### src/hw/rtl/ihex_pkg.sv
// shared constants, control-word type and microcode rom for the intel hex record encoder
// depends on nothing; used by intel_hex_record_encoder

package ihex_pkg;

	localparam int RECORD_BYTES = 16;
	localparam int COUNT_W = $clog2(RECORD_BYTES + 1);
	localparam int IDX_W = (RECORD_BYTES > 1) ? $clog2(RECORD_BYTES) : 1;
	localparam int PC_W = 4;

	// byte source for the character being sent
	localparam logic [2:0] SRC_COLON   = 3'd0;
	localparam logic [2:0] SRC_COUNT   = 3'd1;
	localparam logic [2:0] SRC_ADDR_HI = 3'd2;
	localparam logic [2:0] SRC_ADDR_LO = 3'd3;
	localparam logic [2:0] SRC_ZERO    = 3'd4;
	localparam logic [2:0] SRC_DATA    = 3'd5;
	localparam logic [2:0] SRC_CHECK   = 3'd6;
	localparam logic [2:0] SRC_LF      = 3'd7;

	localparam logic [6:0] CHAR_COLON = 7'h3A;
	localparam logic [6:0] CHAR_LF    = 7'h0A;

	// program steps
	localparam logic [PC_W-1:0] ST_WAIT     = 4'd0;
	localparam logic [PC_W-1:0] ST_COLON    = 4'd1;
	localparam logic [PC_W-1:0] ST_CNT_H    = 4'd2;
	localparam logic [PC_W-1:0] ST_CNT_L    = 4'd3;
	localparam logic [PC_W-1:0] ST_AHI_H    = 4'd4;
	localparam logic [PC_W-1:0] ST_AHI_L    = 4'd5;
	localparam logic [PC_W-1:0] ST_ALO_H    = 4'd6;
	localparam logic [PC_W-1:0] ST_ALO_L    = 4'd7;
	localparam logic [PC_W-1:0] ST_TYPE_H   = 4'd8;
	localparam logic [PC_W-1:0] ST_TYPE_L   = 4'd9;
	localparam logic [PC_W-1:0] ST_DATA_H   = 4'd10;
	localparam logic [PC_W-1:0] ST_DATA_L   = 4'd11;
	localparam logic [PC_W-1:0] ST_CHK_H    = 4'd12;
	localparam logic [PC_W-1:0] ST_CHK_L    = 4'd13;
	localparam logic [PC_W-1:0] ST_LF       = 4'd14;

	typedef struct packed {
		logic [2:0]      src;
		logic            hi_nib;
		logic            last;
		logic            loop_data;  // jump to target while data bytes remain
		logic            done;       // record finished, back to wait
		logic [PC_W-1:0] target;
	} ucode_t;

	function automatic ucode_t ucode(input logic [PC_W-1:0] pc);
		ucode_t w;
		w = '{src: SRC_ZERO, hi_nib: 1'b0, last: 1'b0, loop_data: 1'b0, done: 1'b0,
			target: ST_WAIT};
		case (pc)
			ST_COLON:  w.src = SRC_COLON;
			ST_CNT_H:  begin w.src = SRC_COUNT; w.hi_nib = 1'b1; end
			ST_CNT_L:  w.src = SRC_COUNT;
			ST_AHI_H:  begin w.src = SRC_ADDR_HI; w.hi_nib = 1'b1; end
			ST_AHI_L:  w.src = SRC_ADDR_HI;
			ST_ALO_H:  begin w.src = SRC_ADDR_LO; w.hi_nib = 1'b1; end
			ST_ALO_L:  w.src = SRC_ADDR_LO;
			ST_TYPE_H: begin w.src = SRC_ZERO; w.hi_nib = 1'b1; end
			ST_TYPE_L: w.src = SRC_ZERO;
			ST_DATA_H: begin w.src = SRC_DATA; w.hi_nib = 1'b1; end
			ST_DATA_L: begin
				w.src = SRC_DATA;
				w.loop_data = 1'b1;
				w.target = ST_DATA_H;
			end
			ST_CHK_H:  begin w.src = SRC_CHECK; w.hi_nib = 1'b1; end
			ST_CHK_L:  w.src = SRC_CHECK;
			ST_LF:     begin w.src = SRC_LF; w.last = 1'b1; w.done = 1'b1; end
			default:   w.src = SRC_ZERO;
		endcase
		return w;
	endfunction

	function automatic logic [6:0] hex_char(input logic [3:0] nib);
		logic [6:0] c;
		if (nib < 4'd10) begin
			c = 7'h30 + 7'(nib);
		end else begin
			c = 7'h37 + 7'(nib);
		end
		return c;
	endfunction

endpackage

### src/hw/rtl/intel_hex_record_encoder.sv
// intel hex data record encoder: gathers bytes into records, sends each record as ascii text
// depends on ihex_pkg (constants, microcode rom, hex digit function)
//
//  channel  | direction | handshake          | payload
//  ---------+-----------+--------------------+------------------------------
//  in       | input     | in_valid/in_stall  | data_byte, end_of_data
//  out      | output    | out_valid/out_stall| ascii_char, last_char
//  apb      | input     | psel/penable/...   | start_address at address 0
//
// a byte that does not close a record is taken without a stall; one that closes a record
// is followed by 12 + 2*count characters (44 for a full record), sent by the sequencer
// one per cycle unless out_stall holds the output. in_stall is high while a record is sent.
// reset clears control state; the record buffer holds no reset value.
// a held out_stall freezes the sequencer, the single output register keeps its beat.

module intel_hex_record_encoder (
	input  logic        clk,
	input  logic        arst_n,
	input  logic        in_valid,
	output logic        in_stall,
	input  logic [7:0]  data_byte,
	input  logic        end_of_data,
	output logic        out_valid,
	input  logic        out_stall,
	output logic [6:0]  ascii_char,
	output logic        last_char,
	input  logic        psel,
	input  logic        penable,
	input  logic        pwrite,
	input  logic [2:0]  paddr,
	input  logic [31:0] pwdata,
	output logic [31:0] prdata,
	output logic        pready
);

	logic [7:0]                      buf_q [ihex_pkg::RECORD_BYTES];
	logic [ihex_pkg::COUNT_W-1:0]    count_q;
	logic [ihex_pkg::COUNT_W-1:0]    idx_q;
	logic [15:0]                     addr_q;
	logic [15:0]                     start_q;
	logic [7:0]                      chk_q;
	logic                            in_run_q;
	logic [ihex_pkg::PC_W-1:0]       pc_q;
	logic [6:0]                      char_q;
	logic                            last_q;
	logic                            ovalid_q;

	ihex_pkg::ucode_t                uw;
	logic                            accept;
	logic                            out_free;
	logic [ihex_pkg::COUNT_W-1:0]    cnt_base;
	logic [ihex_pkg::COUNT_W-1:0]    cnt_next;
	logic [7:0]                      chk_base;
	logic [7:0]                      sel_byte;
	logic [7:0]                      sum;
	logic [3:0]                      nib;
	logic [6:0]                      ch;
	logic                            more_data;

	assign pready = 1'b1;
	assign prdata = (paddr[2] == 1'b0) ? {16'd0, start_q} : 32'd0;

	assign in_stall   = (pc_q != ihex_pkg::ST_WAIT);
	assign accept     = in_valid && !in_stall;
	assign out_free   = !ovalid_q || !out_stall;
	assign out_valid  = ovalid_q;
	assign ascii_char = char_q;
	assign last_char  = last_q;

	assign uw = ihex_pkg::ucode(pc_q);

	// a new run starts from an empty record
	assign cnt_base = in_run_q ? count_q : '0;
	assign chk_base = in_run_q ? chk_q : 8'd0;
	assign cnt_next = cnt_base + 1'b1;
	assign more_data = (idx_q + 1'b1) != count_q;

	assign sum = 8'(count_q) + addr_q[15:8] + addr_q[7:0] + chk_q;

	always_comb begin
		case (uw.src)
			ihex_pkg::SRC_COUNT:   sel_byte = 8'(count_q);
			ihex_pkg::SRC_ADDR_HI: sel_byte = addr_q[15:8];
			ihex_pkg::SRC_ADDR_LO: sel_byte = addr_q[7:0];
			ihex_pkg::SRC_DATA:    sel_byte = buf_q[idx_q[ihex_pkg::IDX_W-1:0]];
			ihex_pkg::SRC_CHECK:   sel_byte = 8'd0 - sum;
			default:               sel_byte = 8'd0;
		endcase
		nib = uw.hi_nib ? sel_byte[7:4] : sel_byte[3:0];
		if (uw.src == ihex_pkg::SRC_COLON) begin
			ch = ihex_pkg::CHAR_COLON;
		end else if (uw.src == ihex_pkg::SRC_LF) begin
			ch = ihex_pkg::CHAR_LF;
		end else begin
			ch = ihex_pkg::hex_char(nib);
		end
	end

	always_ff @(posedge clk) begin
		if (accept) begin
			buf_q[cnt_base[ihex_pkg::IDX_W-1:0]] <= data_byte;
		end
		if (pc_q != ihex_pkg::ST_WAIT && out_free) begin
			char_q <= ch;
			last_q <= uw.last;
		end
	end

	always_ff @(posedge clk or negedge arst_n) begin
		if (!arst_n) begin
			start_q  <= 16'd0;
			addr_q   <= 16'd0;
			count_q  <= '0;
			idx_q    <= '0;
			chk_q    <= 8'd0;
			in_run_q <= 1'b0;
			pc_q     <= ihex_pkg::ST_WAIT;
			ovalid_q <= 1'b0;
		end else begin
			if (psel && penable && pwrite && paddr[2] == 1'b0) begin
				start_q <= pwdata[15:0];
			end
			// output register takes a new beat or drains whenever it is free
			if (out_free) begin
				ovalid_q <= (pc_q != ihex_pkg::ST_WAIT);
			end
			if (pc_q == ihex_pkg::ST_WAIT) begin
				if (accept) begin
					if (!in_run_q) begin
						addr_q <= start_q;
					end
					count_q  <= cnt_next;
					chk_q    <= chk_base + data_byte;
					in_run_q <= !end_of_data;
					idx_q    <= '0;
					if (end_of_data || cnt_next >= ihex_pkg::COUNT_W'(ihex_pkg::RECORD_BYTES)) begin
						pc_q <= ihex_pkg::ST_COLON;
					end
				end
			end else if (out_free) begin
				if (uw.done) begin
					addr_q  <= addr_q + 16'(count_q);
					count_q <= '0;
					chk_q   <= 8'd0;
					pc_q    <= ihex_pkg::ST_WAIT;
				end else if (uw.loop_data && more_data) begin
					idx_q <= idx_q + 1'b1;
					pc_q  <= uw.target;
				end else begin
					pc_q <= pc_q + 1'b1;
				end
			end
		end
	end

endmodule

### config.mk
export PLATFORM = sky130hd
export DESIGN_NAME = intel_hex_record_encoder
export DESIGN_NICKNAME = d
export VERILOG_FILES = /design/src/hw/rtl/ihex_pkg.sv /design/src/hw/rtl/intel_hex_record_encoder.sv
export SDC_FILE = /design/constraint.sdc
export NUM_CORES = 1
export LEC_CHECK = 0
export BUFFER_PORTS_ARGS = -buffer_cell sky130_fd_sc_hd__buf_2
export CAP_MARGIN = 20
export CORE_UTILIZATION = 30
export DETAILED_ROUTE_END_ITERATION = 16
export SYNTH_ARGS = -nofsm -noshare
export SYNTH_HDL_FRONTEND = slang
export SYNTH_SLANG_ARGS = --single-unit
### constraint.sdc
create_clock -name clk -period 4.6 [get_ports clk]
set_input_delay 0.23 -clock clk [delete_from_list [all_inputs] [get_ports clk]]
set_output_delay 0.23 -clock clk [all_outputs]
set_load 0.02 [all_outputs]
Yosys cells after proc, flatten, opt, wreduce, memory -nomap -nowiden:

Memory sizes are Yosys's and may differ from the RTL's.
Cells that the tools add are included.

* bits in registers: 64
* RAM bits: 128
* word-level logic and storage cells: 118
* memories: 1

* $add $sub $neg: 11
* $lt $le $gt $ge: 2
* eq/ne operators: 24
* muxes and demuxes: 38
* bitwise logic cells: 1
* reduce and logical (&&, ||, !) cells: 30

Memories
* buf_q: words 16, bits a word 8, rd ports 1, clocked after Yosys merged registers in 0, write ports 1, line intel_hex_record_encoder.sv:36 `logic [7:0] buf_q [ihex_pkg::RECORD_BYTES];`

Operators with widths (count)
* $mux 16: 6
* $mux 5: 10
* $mux 8: 5
* $pmux 8 s5: 1
* $mux 4: 8
* $add 8x8->8: 3
* $eq 4x4->1 const B: 6
* $pmux 3 s7: 1
* $add 16x5->16: 1
* $eq 4x3->1 const B: 4
* $add 6x4->7 const A: 2
* $reduce_or 2->1: 6
* $add 5x1->5 const B: 2
* $eq 3x3->1 const B: 3
* $add 5x8->8: 1
* $eq 4x2->1 const B: 2
* $reduce_and 4->1: 2
* $sub 1x8->8 const A: 1
* $mux 7: 1
* $eq 3x2->1 const B: 2
* $logic_and 1x1->1: 6
* $mux 6: 1
* $reduce_and 3->1: 2
* $reduce_bool 2->1: 3
* other kinds (17): 27

Longest topological paths before layout:

* depth in word-level cells: 9
* gate-level depth with buffers: 17
* gate-level depth less buffers: 17

Worst setup path after synthesis:

No wires, ideal clock.

* kind: reg2reg
* start: reg addr_q[1]
* end: reg char_q[0] (netlist: ascii_char[0]) (data pin)
* data arrival time: 3.885 ns
* data required time: 4.454 ns
* path slack: 0.569 ns
* cell stages (with the launch flop): 17
* buffers on the path: 0
* clock period less this slack: 4.031 ns
* cell sequence: dfrtp_1 -> inv_1 -> fa_1 -> inv_1 -> fa_1 -> fa_1 -> inv_1 -> ha_1 -> fa_1 -> a21o_1 -> a21oi_1 -> xor2_1 -> o211ai_1 -> o22a_1 -> a22oi_1 -> or3b_1 -> a21oi_1

* cells in the longest elaborated chain, start to end: 7
* elaborated cells on any way between the ends: 9
* those cells by class: add/sub: 5; order compare: 1; mux: 3

Ends and longest elaborated chain
* start, declared: line intel_hex_record_encoder.sv:39 `logic [15:0] addr_q;`
* start signal, assigned: line intel_hex_record_encoder.sv:130 `addr_q <= start_q;`
* start signal, assigned: line intel_hex_record_encoder.sv:142 `addr_q <= addr_q + 16'(count_q);`
* $add 8x8->8 (2 in series): line intel_hex_record_encoder.sv:78 `assign sum = 8'(count_q) + addr_q[15:8] + addr_q[7:0] + chk_q;`
* $sub 1x8->8: line intel_hex_record_encoder.sv:86 `ihex_pkg::SRC_CHECK: sel_byte = 8'd0 - sum;`
* $pmux 8 s5 (*): line intel_hex_record_encoder.sv:81 `case (uw.src)`
* $mux 4 (*): line intel_hex_record_encoder.sv:89 `nib = uw.hi_nib ? sel_byte[7:4] : sel_byte[3:0];`
* $add 6x4->7 (tied with other cells): line ihex_pkg.sv:83 `c = 7'h37 + 7'(nib);`
* $mux 7 (*): line ihex_pkg.sv:80 `if (nib < 4'd10) begin`
* end signal, assigned: line intel_hex_record_encoder.sv:104 `char_q <= ch;`
* end, declared: line intel_hex_record_encoder.sv:44 `logic [6:0] char_q;`

Every way passes the cells marked *; elsewhere a longest branch is shown, timed or not.
A chain may end at the register's enable or synchronous reset.

Worst setup path after layout:

* start: reg addr_q[9]
* end: reg char_q[0] (netlist: ascii_char[0]) (data pin)

* cells in the longest elaborated chain, start to end: 8
* elaborated cells on any way between the ends: 10
* those cells by class: add/sub: 6; order compare: 1; mux: 3

Ends and longest elaborated chain (line)
* $add 5x8->8: intel_hex_record_encoder.sv:78
* $add 8x8->8 (2 in series): intel_hex_record_encoder.sv:78
* $sub 1x8->8: intel_hex_record_encoder.sv:86
* $pmux 8 s5 (*): intel_hex_record_encoder.sv:81
* $mux 4 (*): intel_hex_record_encoder.sv:89
* $add 6x4->7 (tied with other cells): ihex_pkg.sv:83
* $mux 7 (*): ihex_pkg.sv:80

Marks and branches as above.

==> flow_summary.yaml <==
status:
  outcome: "complete, no violations"
timing:
  slew_violations: 0
  skew_ns: 0.00818
  max-slew-margin-rel: 0.358
  hold_viol: 0
  holdWs_ns: 0.0180
  period_share: 0.944
  min_period_ns: 4.34
  worstMarginPinSlew_ns: 0.961
  max_freq_mhz: 230
  fin_tns_setup_ns: 0
  setup_viol_count_final: 0
  rsz0062_at_grt: "no"
worst_setup_path:
  max_stage_delay_ns: 0.51
  slowest_stage: "fa_1"
  crit_type: "reg -> reg"
  critPathRequiredTime_ns: 4.80
  end_kind: "register"
  critPathMaxFanout: 4
  crit_arrival_ns: 4.54
  cpMostUsedCell: "fa_1"
  crit_chain: "inv_1, fa_1, inv_1, fa_1, fa_1, inv_1, ha_1, fa_1, a21o_1, a21oi_1, xor2_1, o211ai_1, a21bo_2, a22oi_1, or3b_1, a21oi_1"
  worst-path-buf-inv: 3
  crit_family: "adder cells"
  start_kind: "register"
logic_synthesis:
  syn_area_um2: 9980
  netlist_instances: 791
  async_flop_share: 0.292
  ys_seq_area_frac: 0.549
  synth_cell_type_count: 68
  synth_edf_count: 136
  syn_avg_cell_area_um2: 12.6
  synth-warning-count: 0
  synth-seq-cells: 192
  synthFlopType: "edfxtp_1"
route:
  firstDrtPassIters: 5
  ant_nets: 0
  routed_wirelength_mm: 22.9
  routedWlPerCell_um: 17.4
  viasPerCell: 4.92
  vias: 6469
  drcViolationCount: 0
  drt_iter0_drc: 497
floorplan:
  boundaryPins: 94
  fp.coreArea_um2: 32600
  fp.dieH_um: 184
  die_width_um: 184
  fp.dieArea_um2: 34000
  rows: 66
  initial_utilization: 0.306
placed_design:
  placed_cells: 1274
  globalplace.congestion: 0.854
  port_buffers: 58
  dp_hpwl_mm: 16.0
clock_tree:
  clockBufferDepth: 2
  clock_latency_ns: 0.44
  path_clk_slew_ns: 0.07
  cts_tree: "built"
  htree_levels: 4
  numCtsBuffers: 17
  clkSinkCount: 192
  cts-root-buf: "clkbuf_16"
cells_and_area:
  area_growth_syn_to_layout_pct: 14.3
  multi_input_area_um2: 4070
  register_area_um2: 5490
  fin_nets: 964
  fillerInstances: 3187
  drive_gt1_frac: 0.193
  antenna_cells: 0
  final_cells: 1316
global_routing:
  grt_pass1_wl_mm: 35.9
  overflow: 0
  antenna_found_initial: 0
  first_global_vias: 6243
  grt_max_degree: 57
  grt_use_total: 0.141
job:
  max_cap_viol_count: 0
power_and_ir_drop:
  pwr-share-clk: 0.175
  internal_power_mw: 4.69
  p_sw_frac: 0.416
  ir_worst_vdd_uv: 592
  total_power_mw: 8.04
  switchingPower_mw: 3.35
  p_seq_frac: 0.302
  powerDensity_nw_per_um2: 704
  pwr-share-comb: 0.523
  total_leakage_power_nw: 4.34
hold_path:
  hold_path.class: "in -> reg"
-- synth_stat cells (all sizes together), types with 5 or more instances --
library cell	count	share of area
edfxtp	136	0.41
nand2	59	0.022
dfrtp	56	0.14
inv	53	0.020
o21ai	44	0.022
a21oi	39	0.020
ha	36	0.045
nor2	36	0.014
buf	32	0.023
mux4	32	0.072
nor2b	25	0.016
clkbuf	20	0.0075
nand3	19	0.0095
mux2	17	0.019
and2	15	0.0094
a22oi	14	0.011
fa	14	0.028
nor3	14	0.0075
xnor2	14	0.012
a21o	9	0.0068
xor2	9	0.0079
a211oi	7	0.0053
a22o	6	0.0053
a2bb2oi	6	0.0053
and3	6	0.0038
o22ai	6	0.0044
o21bai	5	0.0038
-- what timing repair did --
item                                   4_1_cts  5_1_grt
resized for setup                            0        1
setup endpoints to repair                    0        3
hold buffers                                 9        0
endpoints found under the hold margin       64        0
setup buffers                                0        3
-- layout make-up --
| cell class | instances | area share |
|---|---|---|
| flip-flops and latches | 192 | 0.481 |
| multi-input cells | 509 | 0.356 |
| repair buffers | 90 | 0.0495 |
| well taps | 442 | 0.0484 |
| clock buffers | 18 | 0.0376 |
| inverters | 53 | 0.0174 |
| clock inverters | 12 | 0.0102 |
-- power by group through the flow --
stage                     Sequential [mW]  Clock (mW)  Combinational [mW]
after global routing                 2.47        1.50                4.69
after detailed placement             2.47           0                4.09
after floorplan                      2.33           0                3.20
after global placement               2.47           0                4.02
after CTS                            2.44        1.44                4.13
final                                2.43        1.41                4.20
-- worst paths after layout --
check                           from            end  slack, ns  cells after the start
setup / recovery           addr_q[9]  ascii_char[0]       0.26                     16
hold / removal             pwdata[7]     start_q[7]       0.02                      2
setup reg to reg           addr_q[9]  ascii_char[0]       0.26                     16
hold reg to reg             chk_q[5]       chk_q[5]       0.51                      2
max in group asynchronous     arst_n       idx_q[0]       3.60                      3
min in group asynchronous     arst_n      addr_q[8]       0.48                      3
-- registers in the layout, summed over array words and instances (netlist names) --
| name | flops |
|---|---|
| buf_q | 128 |
| addr_q | 16 |
| start_q | 16 |
| chk_q | 8 |
| ascii_char | 7 |
| count_q | 5 |
| idx_q | 5 |
| pc_q | 4 |
| in_run_q | 1 |
| last_char | 1 |
| out_valid | 1 |
-- routing by layer --
metal,vias to the layer above,wire (um),GRT usage
met1,3249,10300,0.188
met5,-,0,0
li1,3043,-,-
met4,0,539,0.0577
met2,142,11100,0.228
met3,35,903,0.0241
-- metrics by stage --
step / util / instance area (um2) / setup slack (ns)
4_1_cts: 0.349 / 11400 / 0.205
2_1_floorplan: - / 10000 / 0.569
6_report: 0.350 / 11400 / 0.259
3_5_place_dp: 0.330 / 10800 / 0.221
3_3_place_gp: 0.330 / 10800 / 0.269
5_1_grt: 0.350 / 11400 / 0.0201
-- cell families after synthesis --
kind of cell / count (synthesis) / synth area share
adders and majority gates: 50 / 0.0732
DFF: 192 / 0.549
xor gates and xnor gates: 23 / 0.0202
buffers and inverters: 105 / 0.0500
and+or+nand+nor: 192 / 0.0947
AOI/OAI and AO/OA: 174 / 0.116
muxes: 53 / 0.0954
other: 2 / 0.000752
-- worst register-to-register path: stages, from the launching register on --
cell and delay, ns:
dfrtp_1 0.39, inv_1 0.11, fa_1 0.51, inv_1 0.05, fa_1 0.43, fa_1 0.51, inv_1 0.04, ha_1 0.23
fa_1 0.40, a21o_1 0.17, a21oi_1 0.17, xor2_1 0.20, o211ai_1 0.15, a21bo_2 0.25, a22oi_1 0.26, or3b_1 0.16
a21oi_1 0.06
-- cells in the final DEF, fill, tap and decap left out, types with 6 or more instances in the layout --
| master | n |
|---|---|
| nand3_1 | 19 |
| dlygate4sd3_1 | 9 |
| inv_1 | 53 |
| a2bb2oi_1 | 6 |
| and3_1 | 6 |
| dfrtp_1 | 55 |
| a21o_1 | 9 |
| mux2_2 | 17 |
| a211oi_1 | 6 |
| buf_2 | 58 |
| ha_1 | 36 |
| nor2b_1 | 25 |
| conb_1 | 17 |
| a22o_1 | 6 |
| fa_1 | 14 |
| xor2_1 | 9 |
| clkbuf_16 | 17 |
| buf_4 | 22 |
| o21ai_0 | 42 |
| nor3_1 | 13 |
| edfxtp_1 | 136 |
| mux4_2 | 32 |
| a22oi_1 | 14 |
| xnor2_1 | 14 |
| nand2_1 | 59 |
| a21oi_1 | 39 |
| and2_1 | 15 |
| nor2_1 | 36 |
(Power assumes the default switching activity.)
